<file path="config.mk">
export PLATFORM = sky130hd
export DESIGN_NAME = dcs_golay_codec
export DESIGN_NICKNAME = d
export VERILOG_FILES = /design/src/rtl/dcs_pkg.sv /design/src/rtl/dcs_parity.sv /design/src/rtl/dcs_golay_codec.sv
export SDC_FILE = /design/constraint.sdc
export NUM_CORES = 1
export LEC_CHECK = 0
export BUFFER_PORTS_ARGS = -buffer_cell sky130_fd_sc_hd__buf_2
export CAP_MARGIN = 20
export CORE_ASPECT_RATIO = 1.4
export CORE_MARGIN = 2
export CORE_UTILIZATION = 35
export CTS_CLUSTER_DIAMETER = 40
export DETAILED_ROUTE_END_ITERATION = 10
export GPL_ROUTABILITY_DRIVEN = 0
export PLACE_DENSITY_LB_ADDON = 0.2
export SLEW_MARGIN = 20
export SYNTH_ARGS = -nofsm -noshare
export SYNTH_HDL_FRONTEND = slang
export SYNTH_SLANG_ARGS = --single-unit
export TNS_END_PERCENT = 100
</file>
<file path="constraint.sdc">
create_clock -name clk -period 8.9 [get_ports clk]
set_input_delay 1.78 -clock clk [delete_from_list [all_inputs] [get_ports clk]]
set_output_delay 1.78 -clock clk [all_outputs]
set_load 0.02 [all_outputs]
</file>
<file path="src/rtl/dcs_pkg.sv">
// Shared types, constants and code table for the DCS Golay (23,12) codec.
package dcs_pkg;

    localparam int WORD_W    = 23;
    localparam int DATA_W    = 12;
    localparam int PAR_W     = WORD_W - DATA_W;
    localparam int CODE_W    = 9;
    localparam int IDX_W     = 7;
    localparam int ROT_W     = $clog2(WORD_W);
    localparam int STEP_W    = $clog2(DATA_W + 1);
    localparam int CODE_COUNT = 104;

    // One division step per data bit
    localparam int PAR_STEPS = DATA_W;

    localparam logic [DATA_W-1:0] PAR_POLY = 12'h8EA;
    localparam logic [2:0]        MARKER   = 3'b100;

    localparam logic MODE_ENCODE = 1'b0;
    localparam logic MODE_DECODE = 1'b1;

    localparam logic [CODE_W-1:0] CODE_ROM [CODE_COUNT] = '{
        9'h013, 9'h015, 9'h016, 9'h019, 9'h01A, 9'h01E, 9'h023, 9'h027,
        9'h029, 9'h02B, 9'h02C, 9'h035, 9'h039, 9'h03A, 9'h03B, 9'h03C,
        9'h04C, 9'h04D, 9'h04E, 9'h052, 9'h055, 9'h059, 9'h05A, 9'h05C,
        9'h063, 9'h065, 9'h06A, 9'h06D, 9'h06E, 9'h072, 9'h075, 9'h07A,
        9'h07C, 9'h085, 9'h08A, 9'h093, 9'h095, 9'h096, 9'h0A3, 9'h0A4,
        9'h0A5, 9'h0A6, 9'h0A9, 9'h0AA, 9'h0AD, 9'h0B1, 9'h0B3, 9'h0B5,
        9'h0B6, 9'h0B9, 9'h0BC, 9'h0C6, 9'h0C9, 9'h0CD, 9'h0D5, 9'h0D9,
        9'h0DA, 9'h0E3, 9'h0E6, 9'h0E9, 9'h0EE, 9'h0F4, 9'h0F5, 9'h0F9,
        9'h109, 9'h10A, 9'h10B, 9'h113, 9'h119, 9'h11A, 9'h125, 9'h126,
        9'h12A, 9'h12C, 9'h12D, 9'h132, 9'h134, 9'h135, 9'h136, 9'h143,
        9'h146, 9'h14E, 9'h153, 9'h156, 9'h15A, 9'h166, 9'h175, 9'h186,
        9'h18A, 9'h194, 9'h197, 9'h199, 9'h19A, 9'h1AC, 9'h1B2, 9'h1B4,
        9'h1C3, 9'h1CA, 9'h1D3, 9'h1D9, 9'h1DA, 9'h1DC, 9'h1E3, 9'h1EC
    };

    typedef enum logic [2:0] {
        ST_IDLE,
        ST_ENC,
        ST_SCAN,
        ST_CHECK,
        ST_FINISH
    } state_t;

    // Status of the parity unit towards the sequencer
    typedef struct packed {
        logic busy;
        logic done;
    } par_status_t;

    typedef struct packed {
        logic             hit;
        logic [IDX_W-1:0] idx;
    } lookup_t;

    // Forward table read; indexes past the table give zero
    function automatic logic [CODE_W-1:0] code_of(input logic [IDX_W-1:0] idx);
        logic [CODE_W-1:0] code;
        code = '0;
        if (int'(idx) < CODE_COUNT)
        begin
            code = CODE_ROM[idx];
        end
        return code;
    endfunction

    // Reverse table search; codes are unique so the matches OR together
    function automatic lookup_t index_of(input logic [CODE_W-1:0] code);
        lookup_t res;
        res = '0;
        for (int j = 0; j < CODE_COUNT; j++)
        begin
            if (CODE_ROM[IDX_W'(j)] == code)
            begin
                res.hit = 1'b1;
                res.idx = res.idx | IDX_W'(j);
            end
        end
        return res;
    endfunction

endpackage

</file>
<file path="src/rtl/dcs_parity.sv">
// Bit-serial Golay parity generator: one division step per clock.
module dcs_parity
(
    input  logic                          clk,
    input  logic                          rst_n,
    input  logic                          start,
    input  logic [dcs_pkg::DATA_W-1:0]    data,
    output dcs_pkg::par_status_t          status,
    output logic [dcs_pkg::PAR_W-1:0]     parity
);

    logic [dcs_pkg::DATA_W-1:0] rem_reg;
    logic [dcs_pkg::DATA_W-1:0] rem_next;
    logic [dcs_pkg::STEP_W-1:0] step_reg;
    logic [dcs_pkg::STEP_W-1:0] step_next;
    logic                       busy_reg;
    logic                       busy_next;
    logic                       done_reg;
    logic                       done_next;

    // Load on start, then shift and fold in the polynomial once per cycle
    always_comb
    begin
        rem_next  = rem_reg;
        step_next = step_reg;
        busy_next = busy_reg;
        done_next = 1'b0;
        if (start)
        begin
            rem_next  = data;
            step_next = '0;
            busy_next = 1'b1;
        end
        else if (busy_reg)
        begin
            rem_next = {rem_reg[dcs_pkg::DATA_W-2:0], 1'b0}
                       ^ (rem_reg[dcs_pkg::DATA_W-1] ? dcs_pkg::PAR_POLY : '0);
            step_next = step_reg + 1'b1;
            if (step_reg == dcs_pkg::STEP_W'(dcs_pkg::PAR_STEPS - 1))
            begin
                busy_next = 1'b0;
                done_next = 1'b1;
            end
        end
    end

    always_ff @(posedge clk or negedge rst_n)
    begin
        if (!rst_n)
        begin
            busy_reg <= 1'b0;
            done_reg <= 1'b0;
            step_reg <= '0;
        end
        else
        begin
            busy_reg <= busy_next;
            done_reg <= done_next;
            step_reg <= step_next;
        end
    end

    always_ff @(posedge clk)
    begin
        rem_reg <= rem_next;
    end

    assign status.busy = busy_reg;
    assign status.done = done_reg;
    assign parity      = rem_reg[dcs_pkg::DATA_W-1:1];

endmodule

</file>
<file path="src/rtl/dcs_golay_codec.sv">
// Top level of the DCS Golay (23,12) encoder and rotation-search decoder.
// One word in, one word out. Encode goes from acceptance to the result
// register through ST_ENC, where the serial divider runs its 12 parity
// steps, and ST_FINISH; an index beyond the table goes straight to
// ST_FINISH with found low. Decode walks the 23 rotations one per cycle;
// every rotation whose marker and low nine bits hit the code table holds
// the walk while the serial divider runs the parity check. A new word is
// taken as soon as the previous result sits in the output register, even
// while that result is stalled.
module dcs_golay_codec
(
    input  logic                          clk,
    input  logic                          rst_n,
    input  logic                          in_valid,
    output logic                          in_stall,
    input  logic                          mode,
    input  logic [dcs_pkg::IDX_W-1:0]     code_index,
    input  logic                          inverted,
    input  logic [dcs_pkg::WORD_W-1:0]    received_word,
    output logic                          out_valid,
    input  logic                          out_stall,
    output logic [dcs_pkg::WORD_W-1:0]    golay_word,
    output logic [dcs_pkg::IDX_W-1:0]     found_index,
    output logic                          found
);

    localparam logic [dcs_pkg::ROT_W-1:0] LAST_ROT = dcs_pkg::ROT_W'(dcs_pkg::WORD_W - 1);

    dcs_pkg::state_t              state_reg;
    dcs_pkg::state_t              state_next;
    logic [dcs_pkg::WORD_W-1:0]   word_reg;
    logic [dcs_pkg::WORD_W-1:0]   word_next;
    logic [dcs_pkg::IDX_W-1:0]    idx_reg;
    logic [dcs_pkg::IDX_W-1:0]    idx_next;
    logic                         inv_reg;
    logic                         inv_next;
    logic                         found_reg;
    logic                         found_next;
    logic [dcs_pkg::ROT_W-1:0]    rot_reg;
    logic [dcs_pkg::ROT_W-1:0]    rot_next;

    logic                         out_valid_reg;
    logic                         out_valid_next;
    logic [dcs_pkg::WORD_W-1:0]   out_word_reg;
    logic [dcs_pkg::WORD_W-1:0]   out_word_next;
    logic [dcs_pkg::IDX_W-1:0]    out_idx_reg;
    logic [dcs_pkg::IDX_W-1:0]    out_idx_next;
    logic                         out_found_reg;
    logic                         out_found_next;

    logic                         par_start;
    logic [dcs_pkg::DATA_W-1:0]   par_data;
    dcs_pkg::par_status_t         par_status;
    logic [dcs_pkg::PAR_W-1:0]    parity;

    logic                         out_free;
    logic                         marker_ok;
    dcs_pkg::lookup_t             lookup;
    logic [dcs_pkg::WORD_W-1:0]   rot_word;

    dcs_parity u_parity
    (
        .clk    (clk),
        .rst_n  (rst_n),
        .start  (par_start),
        .data   (par_data),
        .status (par_status),
        .parity (parity)
    );

    assign out_free  = !out_valid_reg || !out_stall;
    assign marker_ok = (word_reg[dcs_pkg::DATA_W-1:dcs_pkg::CODE_W] == dcs_pkg::MARKER);
    assign lookup    = dcs_pkg::index_of(word_reg[dcs_pkg::CODE_W-1:0]);
    assign rot_word  = {word_reg[0], word_reg[dcs_pkg::WORD_W-1:1]};

    // Sequence encode and the rotation search
    always_comb
    begin
        state_next = state_reg;
        word_next  = word_reg;
        idx_next   = idx_reg;
        inv_next   = inv_reg;
        found_next = found_reg;
        rot_next   = rot_reg;
        par_start  = 1'b0;
        par_data   = word_reg[dcs_pkg::DATA_W-1:0];
        in_stall   = (state_reg != dcs_pkg::ST_IDLE);

        unique case (state_reg)
            dcs_pkg::ST_IDLE:
            begin
                if (in_valid)
                begin
                    if (mode == dcs_pkg::MODE_DECODE)
                    begin
                        word_next  = received_word;
                        rot_next   = '0;
                        state_next = dcs_pkg::ST_SCAN;
                    end
                    else
                    begin
                        idx_next = code_index;
                        inv_next = inverted;
                        if (int'(code_index) < dcs_pkg::CODE_COUNT)
                        begin
                            par_start  = 1'b1;
                            par_data   = {dcs_pkg::MARKER, dcs_pkg::code_of(code_index)};
                            word_next  = {{dcs_pkg::PAR_W{1'b0}}, par_data};
                            state_next = dcs_pkg::ST_ENC;
                        end
                        else
                        begin
                            word_next  = '0;
                            found_next = 1'b0;
                            state_next = dcs_pkg::ST_FINISH;
                        end
                    end
                end
            end

            dcs_pkg::ST_ENC:
            begin
                // Append parity and apply the inversion
                if (par_status.done)
                begin
                    word_next  = {parity, word_reg[dcs_pkg::DATA_W-1:0]}
                                 ^ {dcs_pkg::WORD_W{inv_reg}};
                    found_next = 1'b1;
                    state_next = dcs_pkg::ST_FINISH;
                end
            end

            dcs_pkg::ST_SCAN:
            begin
                // Check this rotation, else advance to the next one
                if (marker_ok && lookup.hit)
                begin
                    idx_next   = lookup.idx;
                    par_start  = 1'b1;
                    state_next = dcs_pkg::ST_CHECK;
                end
                else if (rot_reg == LAST_ROT)
                begin
                    word_next  = '0;
                    idx_next   = '0;
                    found_next = 1'b0;
                    state_next = dcs_pkg::ST_FINISH;
                end
                else
                begin
                    word_next = rot_word;
                    rot_next  = rot_reg + 1'b1;
                end
            end

            dcs_pkg::ST_CHECK:
            begin
                // Compare recomputed parity with the upper bits
                if (par_status.done)
                begin
                    if (parity == word_reg[dcs_pkg::WORD_W-1:dcs_pkg::DATA_W])
                    begin
                        found_next = 1'b1;
                        state_next = dcs_pkg::ST_FINISH;
                    end
                    else if (rot_reg == LAST_ROT)
                    begin
                        word_next  = '0;
                        idx_next   = '0;
                        found_next = 1'b0;
                        state_next = dcs_pkg::ST_FINISH;
                    end
                    else
                    begin
                        word_next  = rot_word;
                        rot_next   = rot_reg + 1'b1;
                        state_next = dcs_pkg::ST_SCAN;
                    end
                end
            end

            dcs_pkg::ST_FINISH:
            begin
                if (out_free)
                begin
                    state_next = dcs_pkg::ST_IDLE;
                end
            end

            default:
            begin
                state_next = dcs_pkg::ST_IDLE;
            end
        endcase
    end

    // Hold the result word until the far side takes it
    always_comb
    begin
        out_valid_next = out_valid_reg;
        out_word_next  = out_word_reg;
        out_idx_next   = out_idx_reg;
        out_found_next = out_found_reg;
        if (!out_stall)
        begin
            out_valid_next = 1'b0;
        end
        if ((state_reg == dcs_pkg::ST_FINISH) && out_free)
        begin
            out_valid_next = 1'b1;
            out_word_next  = word_reg;
            out_idx_next   = idx_reg;
            out_found_next = found_reg;
        end
    end

    always_ff @(posedge clk or negedge rst_n)
    begin
        if (!rst_n)
        begin
            state_reg     <= dcs_pkg::ST_IDLE;
            out_valid_reg <= 1'b0;
        end
        else
        begin
            state_reg     <= state_next;
            out_valid_reg <= out_valid_next;
        end
    end

    always_ff @(posedge clk)
    begin
        word_reg      <= word_next;
        idx_reg       <= idx_next;
        inv_reg       <= inv_next;
        found_reg     <= found_next;
        rot_reg       <= rot_next;
        out_word_reg  <= out_word_next;
        out_idx_reg   <= out_idx_next;
        out_found_reg <= out_found_next;
    end

    assign out_valid   = out_valid_reg;
    assign golay_word  = out_word_reg;
    assign found_index = out_idx_reg;
    assign found       = out_found_reg;

endmodule
</file>
* Word-level counts from Yosys, hierarchy flattened
Memory sizes are Yosys's and may differ from the RTL's.
Cells that the tools add are included.
** Word-level totals
- Word-level logic and storage cells :: 399
- Bits in read-only memories :: 1152
- Memories kept :: 1
- Input bits :: 36
- Output and inout port bits :: 33
- Bits in latches :: 0
- Bits in registers :: 90
- Bits in writable memories :: 0
** Cells by class
- Reductions and logical operators :: 18
- Bitwise logic cells :: 3
- Muxes and demuxes :: 275
- $lt $le $gt $ge :: 2
- Div/mod/pow operators :: 0
- Add/subtract/negate cells :: 2
- Eq/ne operators :: 84
- Multipliers :: 0
- Shift operators :: 0
** Memories
- (no name shown) :: depth 128, bits a word 9, rd ports 1, clocked after Yosys merged registers in 0, write ports 0, RTL line dcs_pkg.sv:63 : code = CODE_ROM[idx];
** Operators by type and width (count)
- $mux 8 :: 104
- $mux 23 :: 23
- $eq 8x9->1 const A :: 31
- $mux 12 :: 15
- $eq 7x9->1 const A :: 17
- $mux 7 :: 18
- $pmux 23 s4 :: 1
- $eq 6x9->1 const A :: 10
- $mux 5 :: 18
- $mux 3 :: 27
- $mux 9 :: 7
- $eq 5x9->1 const A :: 6
- $mux 1 :: 54
- $xor 23x23->23 :: 1
- $pmux 7 s3 :: 1
- $pmux 3 s5 :: 1
- $pmux 5 s3 :: 1
- $ne 2x2->1 const B :: 7
- $mux 4 :: 3
- $reduce_and 6->1 :: 2
- $xor 12x12->12 :: 1
- $eq 11x11->1 :: 1
- $reduce_and 5->1 :: 2
- $eq 9x9->1 const A :: 1
- 24 further kinds :: 32

* Logic depth before layout (Yosys ltp)
Gate-level depths: netlist of run 1.
- Depth after elaboration :: 113
- Gate-level depth with buffers :: 9
- Depth with buffers taken out :: 7

* Modules after synthesis
From an unflattened synthesis of run 1, not the netlist that was laid out.
** Second synthesis, totals
- Cell total of the unflattened synthesis :: 562
- Area, all modules :: 5785.5 um2
** Modules (own cells, without submodules)
- dcs_golay_codec :: area an instance 4837.1 um2, sequential area each 2142.1 um2, times used 1, cells each 486
- dcs_parity :: area an instance 948.4 um2, sequential area each 510.5 um2, times used 1, cells each 76

* Least setup slack after synthesis of run 1
OpenSTA, ideal clock, no wires.
- Kind :: in2reg
- Start point :: input port out_stall
- End point :: register out_found_reg (netlist: found), enable pin
- Data required time :: 8.470 ns
- Buffers on the path :: 0
- Path slack :: 5.133 ns
- Data arrival time :: 3.337 ns
- Setup time :: 0.430 ns
- Stages :: 1
- Cell sequence :: a21oi_1
** Between the ends
- Word-level cells in the longest chain between the ends :: 3
** RTL lines
- start, declared :: RTL line dcs_golay_codec.sv:21 : input logic out_stall,
- $logic_not 1->1
- $logic_or 1x1->1 :: RTL line dcs_golay_codec.sv:71 : assign out_free = !out_valid_reg || !out_stall;
- $logic_and 1x1->1 :: RTL line dcs_golay_codec.sv:208 : if ((state_reg == dcs_pkg::ST_FINISH) && out_free)
- end signal, assigned :: RTL line dcs_golay_codec.sv:240 : out_found_reg <= out_found_next;
- end, declared :: RTL line dcs_golay_codec.sv:48 : logic out_found_reg;
No other way between the ends.
A chain may end at the register's enable or synchronous reset.

* Final worst setup path of run 1
- Start point :: input port code_index[2] (netlist bit)
- End point :: register word_reg[0] (netlist bit) (data pin)
** Between the ends
- Word-level cells in the longest chain between the ends :: 19
- Elaborated cells on any way between the ends :: 20
- Classes of those cells :: order compare: 1; mux: 17; bitwise: 1; memory: 1
** RTL lines
- start, declared :: RTL line dcs_golay_codec.sv:17 : input logic [dcs_pkg::IDX_W-1:0] code_index,
- $not 7->8 (not written as such) :: RTL line dcs_pkg.sv:63
- $mem_v2 128x9
- $mux 9 (not written as such) (2 in a row) :: RTL line dcs_pkg.sv:63
- $mux 9 :: RTL line dcs_pkg.sv:61 : if (int'(idx) < CODE_COUNT)
- $mux 9 :: RTL line dcs_golay_codec.sv:104 : if (int'(code_index) < dcs_pkg::CODE_COUNT)
- $mux 9 :: RTL line dcs_golay_codec.sv:94 : if (mode == dcs_pkg::MODE_DECODE)
- $mux 9 :: RTL line dcs_golay_codec.sv:92 : if (in_valid)
- $mux 9 :: RTL line dcs_golay_codec.sv:89 : unique case (state_reg)
- (+3 left out)
- $mux 23 * :: RTL line dcs_golay_codec.sv:89
- $mux 23 * :: RTL line dcs_golay_codec.sv:94
- $mux 23 * :: RTL line dcs_golay_codec.sv:92
- $mux 23 * :: RTL line dcs_golay_codec.sv:89
- $mux 23 * :: RTL line dcs_golay_codec.sv:92
- $mux 23 * :: RTL line dcs_golay_codec.sv:89
- $pmux 23 s4 * :: RTL line dcs_golay_codec.sv:89
- net word_next (one bit) :: RTL line dcs_golay_codec.sv:32 : logic [dcs_pkg::WORD_W-1:0] word_next;
- end signal, assigned :: RTL line dcs_golay_codec.sv:233 : word_reg <= word_next;
- end, declared :: RTL line dcs_golay_codec.sv:31 : logic [dcs_pkg::WORD_W-1:0] word_reg;
Mark *: on every way through the listed nets, which the timed path passes. The rest lies on a longest branch. The select of a mux whose other input is x is not followed.

==> results of run 1 <==
-- layout make-up --
type / instances / area (um^2)
fill: 1590 / 9709
multi-input combinational: 401 / 2806
sequential: 90 / 2653
timing repair buffer: 71 / 362.8
tap: 199 / 249.0
clock buffer: 10 / 229.0
inverter: 14 / 52.55
clock inverter: 6 / 41.29
-- metal layers --
metal	routed length, um	vias to the layer above	global-route usage, %
li1	-	2138	-
met1	6320	2188	21.24
met2	7774	168	30.12
met3	774	37	2.688
met4	570	0	8.885
met5	0	-	0
-- cell usage in the layout (no fill, tap or decap), types with 5 or more instances in the layout --
cell type   n
a211oi_1   13
a21oi_1    32
a221oi_1    5
a22oi_1    17
and2_1      5
and3_1      6
buf_2      68
clkbuf_16   9
dfrtp_1    10
edfxtp_1   80
ha_1       18
inv_1      13
mux2i_1     6
nand2_1    33
nand2b_1   13
nand3_1     9
nand3b_1    5
nand4_1     5
nor2_1     39
nor2b_1    10
o21ai_0    27
o21ai_1    11
o31ai_1     5
or3_1       5
xnor2_1    42
xor2_1      5
-- power groups by stage --
stage,Sequential (mW),Combinational (mW),Clock (mW)
after floorplan,0.876,0.614,0
after global placement,0.920,0.778,0
after detailed placement,0.927,0.791,0
after CTS,0.917,0.795,0.358
after global routing,0.942,0.877,0.379
final,0.917,0.792,0.351
-- worst max-delay path by stage --
stage	to	slack, ns
2_1_floorplan	found$_DFFE_PP_	5.13
3_5_place_dp	word_reg[0]$_DFFE_PP_	4.54
4_1_cts	word_reg[0]$_DFFE_PP_	4.90
5_1_grt	word_reg[0]$_DFFE_PP_	4.73
6_report	word_reg[0]$_DFFE_PP_	4.85
3_3_place_gp	word_reg[0]$_DFFE_PP_	4.61
-- cell families after synthesis --
kind of cell	synth area share, %
mux	1.049
fa+ha+maj	3.933
simple gates	15.16
buf+inv	4.894
flops	46.32
compound gates	21.46
xor+xnor	7.188
-- worst max-delay path, stage by stage --
cell and delay [ns]:
buf_2 0.58, inv_1 0.40, ha_1 0.40, nor2_1 0.09
a211oi_1 0.06, o32ai_1 0.35, a221oi_2 0.13, a221o_1 0.34
-- stage by stage --
step / setup slack, ns / hold WS (ns) / std cells
floorplan: 5.133 / 0.4273 / 544
global placement: 4.609 / 0.4400 / 775
detailed placement: 4.536 / 0.4388 / 775
CTS: 4.895 / 0.4574 / 791
global route: 4.732 / 0.4676 / 791
finish: 4.846 / 0.4569 / 791
==> reports/qor.csv, run 1 <==
stage,metric,value,unit
placement,dpl_cell_area,0.006123,mm^2
cts,numClockSinks,90,
global_route,grt_pass1_wl,24210,um
layout,final_nets,641,
detailed_routing,drt-initial-drc-count,256,
sta,worst_pin_slew,1.022,ns
power_and_ir_drop,ir_drop,0.1192,mV
logic_synthesis,synth.area.top_cells,"edfxtp_1 42%, xnor2_1 6.4%, dfrtp_1 4.4%",
sta,setup_violations,0,
die,rows,55,
power_and_ir_drop,pwr_density_cell,322.2,mW/mm^2
logic_synthesis,synth.avg_cell_area,10.53,um^2
sta,period_needed,4.054,ns
sta,rsz0062_at_grt,no,
placement,hpwlAfterDp,11280,um
critical_path,regToRegStartpoint,state_reg[1]$_DFFE_PN0P_,
die,die_h,155.4,um
logic_synthesis,synth_flop_cell,edfxtp_1,
global_route,antenna_found_initial,0,
cts,cts_root_buf,clkbuf_16,
detailed_routing,first_pass_iters,5,
detailed_routing,postRouteAntennaNets,0,
die,ioPinCount,69,
die,die_w,112.1,um
sta,fmax,246.7,MHz
detailed_routing,routed_via_density,5.728,
logic_synthesis,yosysWarnings,0,
cts,h-tree-depth,3,
critical_path,critPathKind,primary input to flop,
cts,hold_buffers,0,
power_and_ir_drop,p_switching,0.8055,mW
logic_synthesis,synthArstFlopShare,11.11,%
cts,cts_buffer_depth,2,
detailed_routing,post-route-drc-count,0,
global_route,grt_max_degree,46,
flow_run,cap_violations,0,
cts,cts_resized,0,
min_path,hold_depth,0,
sta,fin_tns_setup,0,ns
detailed_routing,post_drt_wl_per_cell,19.52,um
placement,io_buffers,68,
min_path,hold_end,found_index[3]$_DFFE_PP_,
power_and_ir_drop,comb_power_share,38.5,%
critical_path,crit_required,8.99,ns
logic_synthesis,yosys.area.top_type,edfxtp_1,
logic_synthesis,synth_top_area_share,41.95,%
detailed_routing,drt-total-wl,15440,um
critical_path,cp.arrival,4.14,ns
layout,postLayoutCoreUtil,39.70,%
power_and_ir_drop,power_frac_seq,44.5,%
logic_synthesis,synth_edf_count,80,
sta,timing.final.crit_share,45.55,%
logic_synthesis,ys_ff_latch,90,
min_path,hp-start,idx_reg[3]$_DFFE_PP_,
power_and_ir_drop,clkPwrFrac,17.0,%
logic_synthesis,netlist_instances,544,
layout,drive_above_1_share,19.43,%
logic_synthesis,synthTopCellsByCount,"80 x edfxtp_1, 42 x xnor2_1, 39 x nor2_1",
sta,hold_viol_final,0,
logic_synthesis,yosysMostFrequentCell,edfxtp_1,
logic_synthesis,synth.net_count,598,
die,dieArea,0.01742,mm^2
status,status,completed,
power_and_ir_drop,internal-power,1.255,mW
cts,post_cts.repair.setup_buffers,0,
sta,max-slew-margin-rel,31.75,%
logic_synthesis,synth_cell_types,83,
min_path,worstHoldPathType,flop to flop,
power_and_ir_drop,p_sw_share,39.10,%
sta,fin_skew,0.01095,ns
critical_path,cp-start-kind,primary input,
global_route,first_global_vias,4422,
critical_path,cp-end-kind,flop,
layout,fin_area,0.006394,mm^2
die,start_util,35.56,%
sta,slew_viol_final,0,
cts,clkLatencyLatePin,0.33,ns
critical_path,reg2reg_setup_slack,5.98,ns
power_and_ir_drop,p_leak,2.321,nW
die,coreArea,0.01610,mm^2
critical_path,critPathLaunch,code_index[2],
global_route,grt_overflow,0,
critical_path,reg2reg_to,u_parity.rem_reg[7]$_DFFE_PP_,
critical_path,worstPathMaxFanout,45,
logic_synthesis,syn-cell-area,0.005727,mm^2
layout,area_growth,11.65,%
cts,cts_tree,yes,
cts,cts-buffers-inserted,9,
logic_synthesis,ys_seq_area_share,46.32,%
power_and_ir_drop,p_total,2.060,mW
critical_path,r2r_cells,3,
global_route,grt_usage,17.52,%
layout,n_antenna_cell,0,
cts,cts.clk_slew.worst_paths,0.07,ns
detailed_routing,vias,4531,
No activity file was read; power rests on OpenSTA's default activity.
==> inputs of run 2 (changes only) <==
==> constraint.sdc (replaced) <==
create_clock -name clk -period 4 [get_ports clk]
set_input_delay 0.8 -clock clk [delete_from_list [all_inputs] [get_ports clk]]
set_output_delay 0.8 -clock clk [all_outputs]
set_load 0.02 [all_outputs]
==> reports/qor.csv, run 2 (synthesis results as in run 1) <==
stage,metric,value,unit,change
global_route,grt_pass1_wl,25490,um,+5.3%
cts,cts_tree,yes,,
layout,final_cell_mix,"80 x edfxtp_1, 68 x buf_2, 42 x xnor2_1",,
detailed_routing,postRouteAntennaNets,0,,unchanged
critical_path,worstPathMaxFanout,16,,-64%
layout,fillers,1596,,+0.38%
die,ioPinCount,69,,unchanged
cts,cts-buffers-inserted,9,,unchanged
min_path,worstHoldPathType,primary input to asynchronous set/reset pin,,
sta,timing.final.crit_share,68.90,%,
die,rows,55,,unchanged
critical_path,cp.arrival,2.83,ns,-1.31 ns
layout,n_antenna_cell,0,,unchanged
flow_run,cap_violations,0,,unchanged
critical_path,cp-end-kind,flop,,
layout,final_nets,645,,+0.62%
sta,hold_viol_final,0,,unchanged
detailed_routing,drt-initial-drc-count,341,,+33%
cts,post_cts.repair.setup_buffers,0,,unchanged
cts,cts_buffer_depth,2,,unchanged
critical_path,crit_required,4.07,ns,-4.92 ns
cts,cts_root_buf,clkbuf_16,,
power_and_ir_drop,clkPwrFrac,19.3,%,+2.3 points
cts,hold_buffers,0,,unchanged
cts,cts.clk_slew.worst_paths,0.06,ns,about the same
power_and_ir_drop,p_switching,1.810,mW,+120%
layout,fin_area,0.006492,mm^2,+1.5%
die,die_w,112.1,um,unchanged
sta,period_needed,2.756,ns,
sta,max-slew-margin-rel,41.70,%,+10 points
placement,dpl_cell_area,0.006146,mm^2,+0.37%
global_route,grt_max_degree,45,,-2.2%
sta,setup_violations,0,,unchanged
layout,final_common_cell,edfxtp_1,,
placement,io_buffers,68,,unchanged
power_and_ir_drop,pwr_density_cell,731.0,mW/mm^2,+130%
detailed_routing,first_pass_iters,5,,unchanged
critical_path,cp-start-kind,primary input,,
power_and_ir_drop,power_frac_seq,43.2,%,-1.3 points
power_and_ir_drop,p_sw_share,38.14,%,-0.96 points
detailed_routing,drt-total-wl,15900,um,+3.0%
sta,fin_skew,0.008770,ns,-0.002175 ns
die,die_h,155.4,um,unchanged
detailed_routing,post-route-drc-count,0,,unchanged
sta,worst_pin_slew,0.8745,ns,-0.1470 ns
global_route,first_global_vias,4555,,+3.0%
sta,hold_ws,0.3416,ns,-0.1153 ns
global_route,grt_usage,18.51,%,+1.0 points
layout,area_growth,13.37,%,
layout,final_cells,795,,+0.51%
cts,h-tree-depth,3,,unchanged
layout,drive_above_1_share,19.97,%,+0.54 points
power_and_ir_drop,p_leak,2.369,nW,+2.1%
die,start_util,35.56,%,unchanged
cts,clkLatencyLatePin,0.34,ns,about the same
detailed_routing,vias,4561,,+0.66%
detailed_routing,routed_via_density,5.737,,+0.16%
sta,fmax,362.9,MHz,
critical_path,critPathKind,primary input to flop,,
layout,postLayoutCoreUtil,40.32,%,+0.61 points
die,dieArea,0.01742,mm^2,unchanged
power_and_ir_drop,internal-power,2.936,mW,+130%
sta,slew_viol_final,0,,unchanged
critical_path,regToRegStartpoint,state_reg[1]$_DFFE_PN0P_,,
placement,hpwlAfterDp,11700,um,+3.7%
detailed_routing,post_drt_wl_per_cell,20.01,um,+2.5%
sta,rsz0062_at_grt,no,,
status,status,completed,,
global_route,antenna_found_initial,0,,unchanged
power_and_ir_drop,ir_drop,0.3158,mV,+160%
cts,cts_resized,0,,unchanged
die,coreArea,0.01610,mm^2,unchanged
power_and_ir_drop,comb_power_share,37.6,%,-0.9 points
critical_path,critPathLaunch,code_index[1],,
global_route,grt_overflow,0,,unchanged
sta,fin_tns_setup,0,ns,unchanged
placement,place_inst,778,,+0.39%
cts,numClockSinks,90,,unchanged
## run 2: cell types whose count changed in the layout (fill, tap and decap cells not counted), sizes merged
| cell | previous run | this run |
|---|---|---|
| buf | 71 | 75 |
| bufinv | 0 | 2 |
| clkinv | 4 | 2 |
## run 2: path summary, 6_finish.rpt
check                                                   end  slack [ns]  depth (start not counted)
max reg2reg                   u_parity.rem_reg[2]$_DFFE_PP_        1.30                          3
max                                   word_reg[2]$_DFFE_PP_        1.24                          8
min reg2reg                        found_index[4]$_DFFE_PP_        0.45                          0
min                        u_parity.step_reg[3]$_DFFE_PN0P_        0.34                          1
max in group asynchronous          state_reg[0]$_DFFE_PN0P_        3.42                          1
min in group clk                   found_index[4]$_DFFE_PP_        0.45                          0
## run 2: routing by layer
metal	part of all wire [%]	vias up	track usage, %
met5	0	-	0
met2	52	192	32.53
met4	3.9	0	8.014
li1	-	2147	-
met1	39	2180	22.54
met3	5.4	42	2.688
## run 2: through the flow
step | total power, mW | setup WS, ns
2_1_floorplan | 3.317 | 1.203
4_1_cts | 4.766 | 1.271
3_5_place_dp | 3.841 | 0.9509
6_report | 4.746 | 1.244
5_1_grt | 5.062 | 1.076
3_3_place_gp | 3.802 | 0.9665
## run 2: power by group through the flow
| stage | Sequential, mW | Combinational [mW] | Clock (mW) |
|---|---|---|---|
| after floorplan | 1.95 | 1.37 | 0 |
| after CTS | 2.06 | 1.78 | 0.931 |
| after detailed placement | 2.07 | 1.77 | 0 |
| final | 2.05 | 1.78 | 0.914 |
| after global placement | 2.06 | 1.74 | 0 |
| after global routing | 2.11 | 1.98 | 0.965 |
## run 2: critical path, stage by stage
cell and delay, ns:
buf_2 0.27, inv_1 0.22, ha_1 0.45, nand2b_1 0.20
a21oi_1 0.10, a311o_1 0.36, a221oi_2 0.32, o21ai_1 0.12
## run 2: area by class of cell
type	count	area (um^2)	share of cell area, %
Clock buffer	10	229.0	3.527
Clock inverter	6	90.09	1.388
Inverter	14	52.55	0.8094
Multi-Input combinational cell	401	2806	43.23
Sequential cell	90	2653	40.86
Tap cell	199	249.0	3.835
Timing Repair Buffer	75	412.9	6.360
==> inputs of run 3 (changes only) <==
--- a/config.mk
+++ b/config.mk
@@ -5,6 +5,7 @@
 export SDC_FILE = /design/constraint.sdc
 export NUM_CORES = 1
 export LEC_CHECK = 0
+export ABC_AREA = 1
 export BUFFER_PORTS_ARGS = -buffer_cell sky130_fd_sc_hd__buf_2
 export CAP_MARGIN = 20
 export CORE_ASPECT_RATIO = 1.4
==> constraint.sdc (replaced) <==
create_clock -name clk -period 2.7 [get_ports clk]
set_input_delay 0.54 -clock clk [delete_from_list [all_inputs] [get_ports clk]]
set_output_delay 0.54 -clock clk [all_outputs]
set_load 0.02 [all_outputs]
==> reports/qor.csv, run 3 <==
stage,metric,value,unit,change
placement,io_buffers,68,,unchanged
layout,postLayoutCoreUtil,41.02,%,+0.70 points
critical_path,regToRegStartpoint,rot_reg[0]$_SDFFCE_PN0P_,,
global_route,grt_pass1_wl,24780,um,-2.8%
global_route,grt_usage,18.80,%,+0.29 points
sta,fin_skew,0.009329,ns,+0.0005591 ns
critical_path,critPathKind,flop to flop,,
detailed_routing,routed_via_density,5.325,,-7.2%
die,rows,54,,-1.8%
die,ioPinCount,69,,unchanged
logic_synthesis,syn-cell-area,0.005539,mm^2,-3.3%
global_route,antenna_found_initial,0,,unchanged
global_route,first_global_vias,4664,,+2.4%
logic_synthesis,synth.net_count,688,,+15%
power_and_ir_drop,p_leak,2.731,nW,+15%
cts,cts_root_buf,clkbuf_16,,
die,die_w,110.3,um,-1.6%
power_and_ir_drop,clkPwrFrac,17.4,%,-1.9 points
global_route,grt_max_degree,25,,-44%
logic_synthesis,netlist_instances,634,,+17%
critical_path,r2r_cells,7,,+4
logic_synthesis,synth_top_area_share,43.37,%,+1.4 points
cts,cts_resized,0,,unchanged
logic_synthesis,synth_cell_types,39,,-53%
critical_path,crit_path_top_delay_cell,a221oi_1,,
critical_path,crit_required,2.77,ns,-1.30 ns
critical_path,slowest_delay,0.53,ns,+0.08 ns
critical_path,path_cells,inv_1 > ha_1 > nand4_2 > nand2_1 > inv_1 > a221oi_1 > nand2_1,,
layout,final_nets,754,,+17%
sta,max-slew-margin-rel,52.63,%,+11 points
logic_synthesis,ys_seq_area_share,47.89,%,+1.6 points
sta,worst_pin_slew,0.7097,ns,-0.1648 ns
layout,final_cell_mix,"162 x nand2_1, 80 x edfxtp_1, 68 x buf_2",,
power_and_ir_drop,p_sw_share,39.90,%,+1.8 points
die,coreArea,0.01554,mm^2,-3.5%
sta,period_needed,2.218,ns,
power_and_ir_drop,ir_drop,0.4505,mV,+43%
power_and_ir_drop,comb_power_share,38.6,%,+1.0 points
layout,n_antenna_cell,0,,unchanged
layout,drive_above_1_share,18.30,%,-1.7 points
placement,hpwlAfterDp,11570,um,-1.1%
sta,rsz0062_at_grt,no,,
logic_synthesis,synth_flop_cell,edfxtp_1,,
cts,cts_tree,yes,,
die,die_h,152.9,um,-1.6%
layout,fillers,1587,,-0.56%
die,dieArea,0.01686,mm^2,-3.2%
sta,slew_viol_final,0,,unchanged
sta,hold_viol_final,0,,unchanged
logic_synthesis,yosys.area.top_type,edfxtp_1,,
cts,cts_buffer_depth,2,,unchanged
sta,timing.final.crit_share,82.13,%,
logic_synthesis,yosysWarnings,0,,unchanged
detailed_routing,drt-total-wl,15230,um,-4.3%
critical_path,reg2reg_setup_slack,0.48,ns,-0.82 ns
power_and_ir_drop,p_switching,2.669,mW,+47%
logic_synthesis,synthTopCellsByCount,"162 x nand2_1, 80 x edfxtp_1, 49 x nor2_1",,
sta,setup_violations,0,,unchanged
sta,hold_ws,0.08614,ns,-0.2555 ns
detailed_routing,post_drt_wl_per_cell,16.90,um,-16%
cts,clkLatencyLatePin,0.34,ns,about the same
logic_synthesis,ys_ff_latch,90,,unchanged
critical_path,cp.arrival,2.29,ns,-0.54 ns
layout,area_growth,15.09,%,
logic_synthesis,synth.area.top_cells,"edfxtp_1 43%, nand2_1 11%, xnor2_1 5.7%",,
cts,hold_buffers,0,,unchanged
detailed_routing,vias,4798,,+5.2%
cts,cts.clk_slew.worst_paths,0.07,ns,about the same
cts,post_cts.repair.setup_buffers,0,,unchanged
flow_run,cap_violations,0,,unchanged
power_and_ir_drop,power_frac_seq,44.0,%,+0.8 points
layout,final_common_cell,nand2_1,,
cts,h-tree-depth,3,,unchanged
detailed_routing,first_pass_iters,5,,unchanged
cts,cts-buffers-inserted,9,,unchanged
power_and_ir_drop,internal-power,4.020,mW,+37%
logic_synthesis,synth_edf_count,80,,unchanged
detailed_routing,drt-initial-drc-count,301,,-12%
detailed_routing,postRouteAntennaNets,0,,unchanged
global_route,grt_overflow,0,,unchanged
min_path,worstHoldPathType,primary input to asynchronous set/reset pin,,
detailed_routing,post-route-drc-count,0,,unchanged
logic_synthesis,yosysMostFrequentCell,nand2_1,,
logic_synthesis,synthArstFlopShare,11.11,%,unchanged
critical_path,cp-start-kind,flop,,
critical_path,reg2reg_to,word_reg[2]$_DFFE_PP_,,
sta,fin_tns_setup,0,ns,unchanged
critical_path,worstPathMaxFanout,21,,+5
sta,fmax,450.9,MHz,
cts,numClockSinks,90,,unchanged
status,status,completed,,
power_and_ir_drop,pwr_density_cell,1049,mW/mm^2,+44%
critical_path,cp-end-kind,flop,,
die,start_util,35.64,%,+0.081 points
logic_synthesis,synth.avg_cell_area,8.737,um^2,-17%
[run 3: how the worst max path moves through the flow]
stage / startpoint / endpoint / slack [ns] / cells past startpoint
after floorplan: out_stall / found$_DFFE_PP_ / 0.30 / 3
after global placement: code_index[0] / word_reg[2]$_DFFE_PP_ / 0.37 / 12
after detailed placement: code_index[0] / word_reg[2]$_DFFE_PP_ / 0.34 / 12
after CTS: rot_reg[0]$_SDFFCE_PN0P_ / word_reg[2]$_DFFE_PP_ / 0.47 / 7
after global routing: rot_reg[0]$_SDFFCE_PN0P_ / word_reg[2]$_DFFE_PP_ / 0.29 / 7
final: rot_reg[0]$_SDFFCE_PN0P_ / word_reg[2]$_DFFE_PP_ / 0.48 / 7
[run 3: critical path: cells and delay by family, from the launching register on]
family,cells,cell delay (ns)
flops,1,0.41
buf+inv,2,0.47
fa+ha+maj,1,0.18
compound gates,1,0.53
simple gates,3,0.37
[run 3: layout make-up]
class | instances | area (um^2) | share of cell area (%)
sequential | 90 | 2653 | 41.61
multi-input combinational | 462 | 2551 | 40.02
timing repair buffer | 80 | 442.9 | 6.948
tap | 196 | 245.2 | 3.847
clock buffer | 9 | 225.2 | 3.533
inverter | 57 | 214.0 | 3.356
clock inverter | 7 | 43.79 | 0.6869
[run 3: cell families (layout without fill, tap and decap cells)]
group	count (synthesis)	in the layout	synth area share, %
AND/OR/NAND/NOR	296	296	23.42
buffers and inverters	82	153	6.099
AO/OA/AOI/OAI	103	103	11.38
XOR/XNOR	44	44	6.957
flip-flops	90	90	47.89
multiplexers	1	1	0.1807
adder cells (fa/ha/maj)	18	18	4.066
[run 3: per-layer routing]
metal	track usage, %	up-vias	wire, um
met1	24.52	2228	6321
li1	-	2304	-
met4	8.571	0	531
met2	30.06	228	7427
met5	0	-	0
met3	3.284	38	945
[run 3: stage by stage]
stage | worst slack [ns] | total power, mW | instances | cell area (um^2)
floorplan | 0.3013 | 4.737 | 634 | 5539
global placement | 0.3690 | 5.509 | 885 | 6106
detailed placement | 0.3352 | 5.556 | 885 | 6106
CTS | 0.4692 | 6.735 | 901 | 6375
global route | 0.2943 | 7.192 | 901 | 6375
finish | 0.4824 | 6.689 | 901 | 6375
[run 3: power by group through the flow]
stage | sequential [mW] | clock [mW] | combinational (mW)
after floorplan | 2.89 | 0 | 1.84
after global placement | 2.96 | 0 | 2.54
after detailed placement | 2.97 | 0 | 2.58
after CTS | 2.95 | 1.19 | 2.60
after global routing | 3.03 | 1.25 | 2.91
final | 2.95 | 1.16 | 2.58
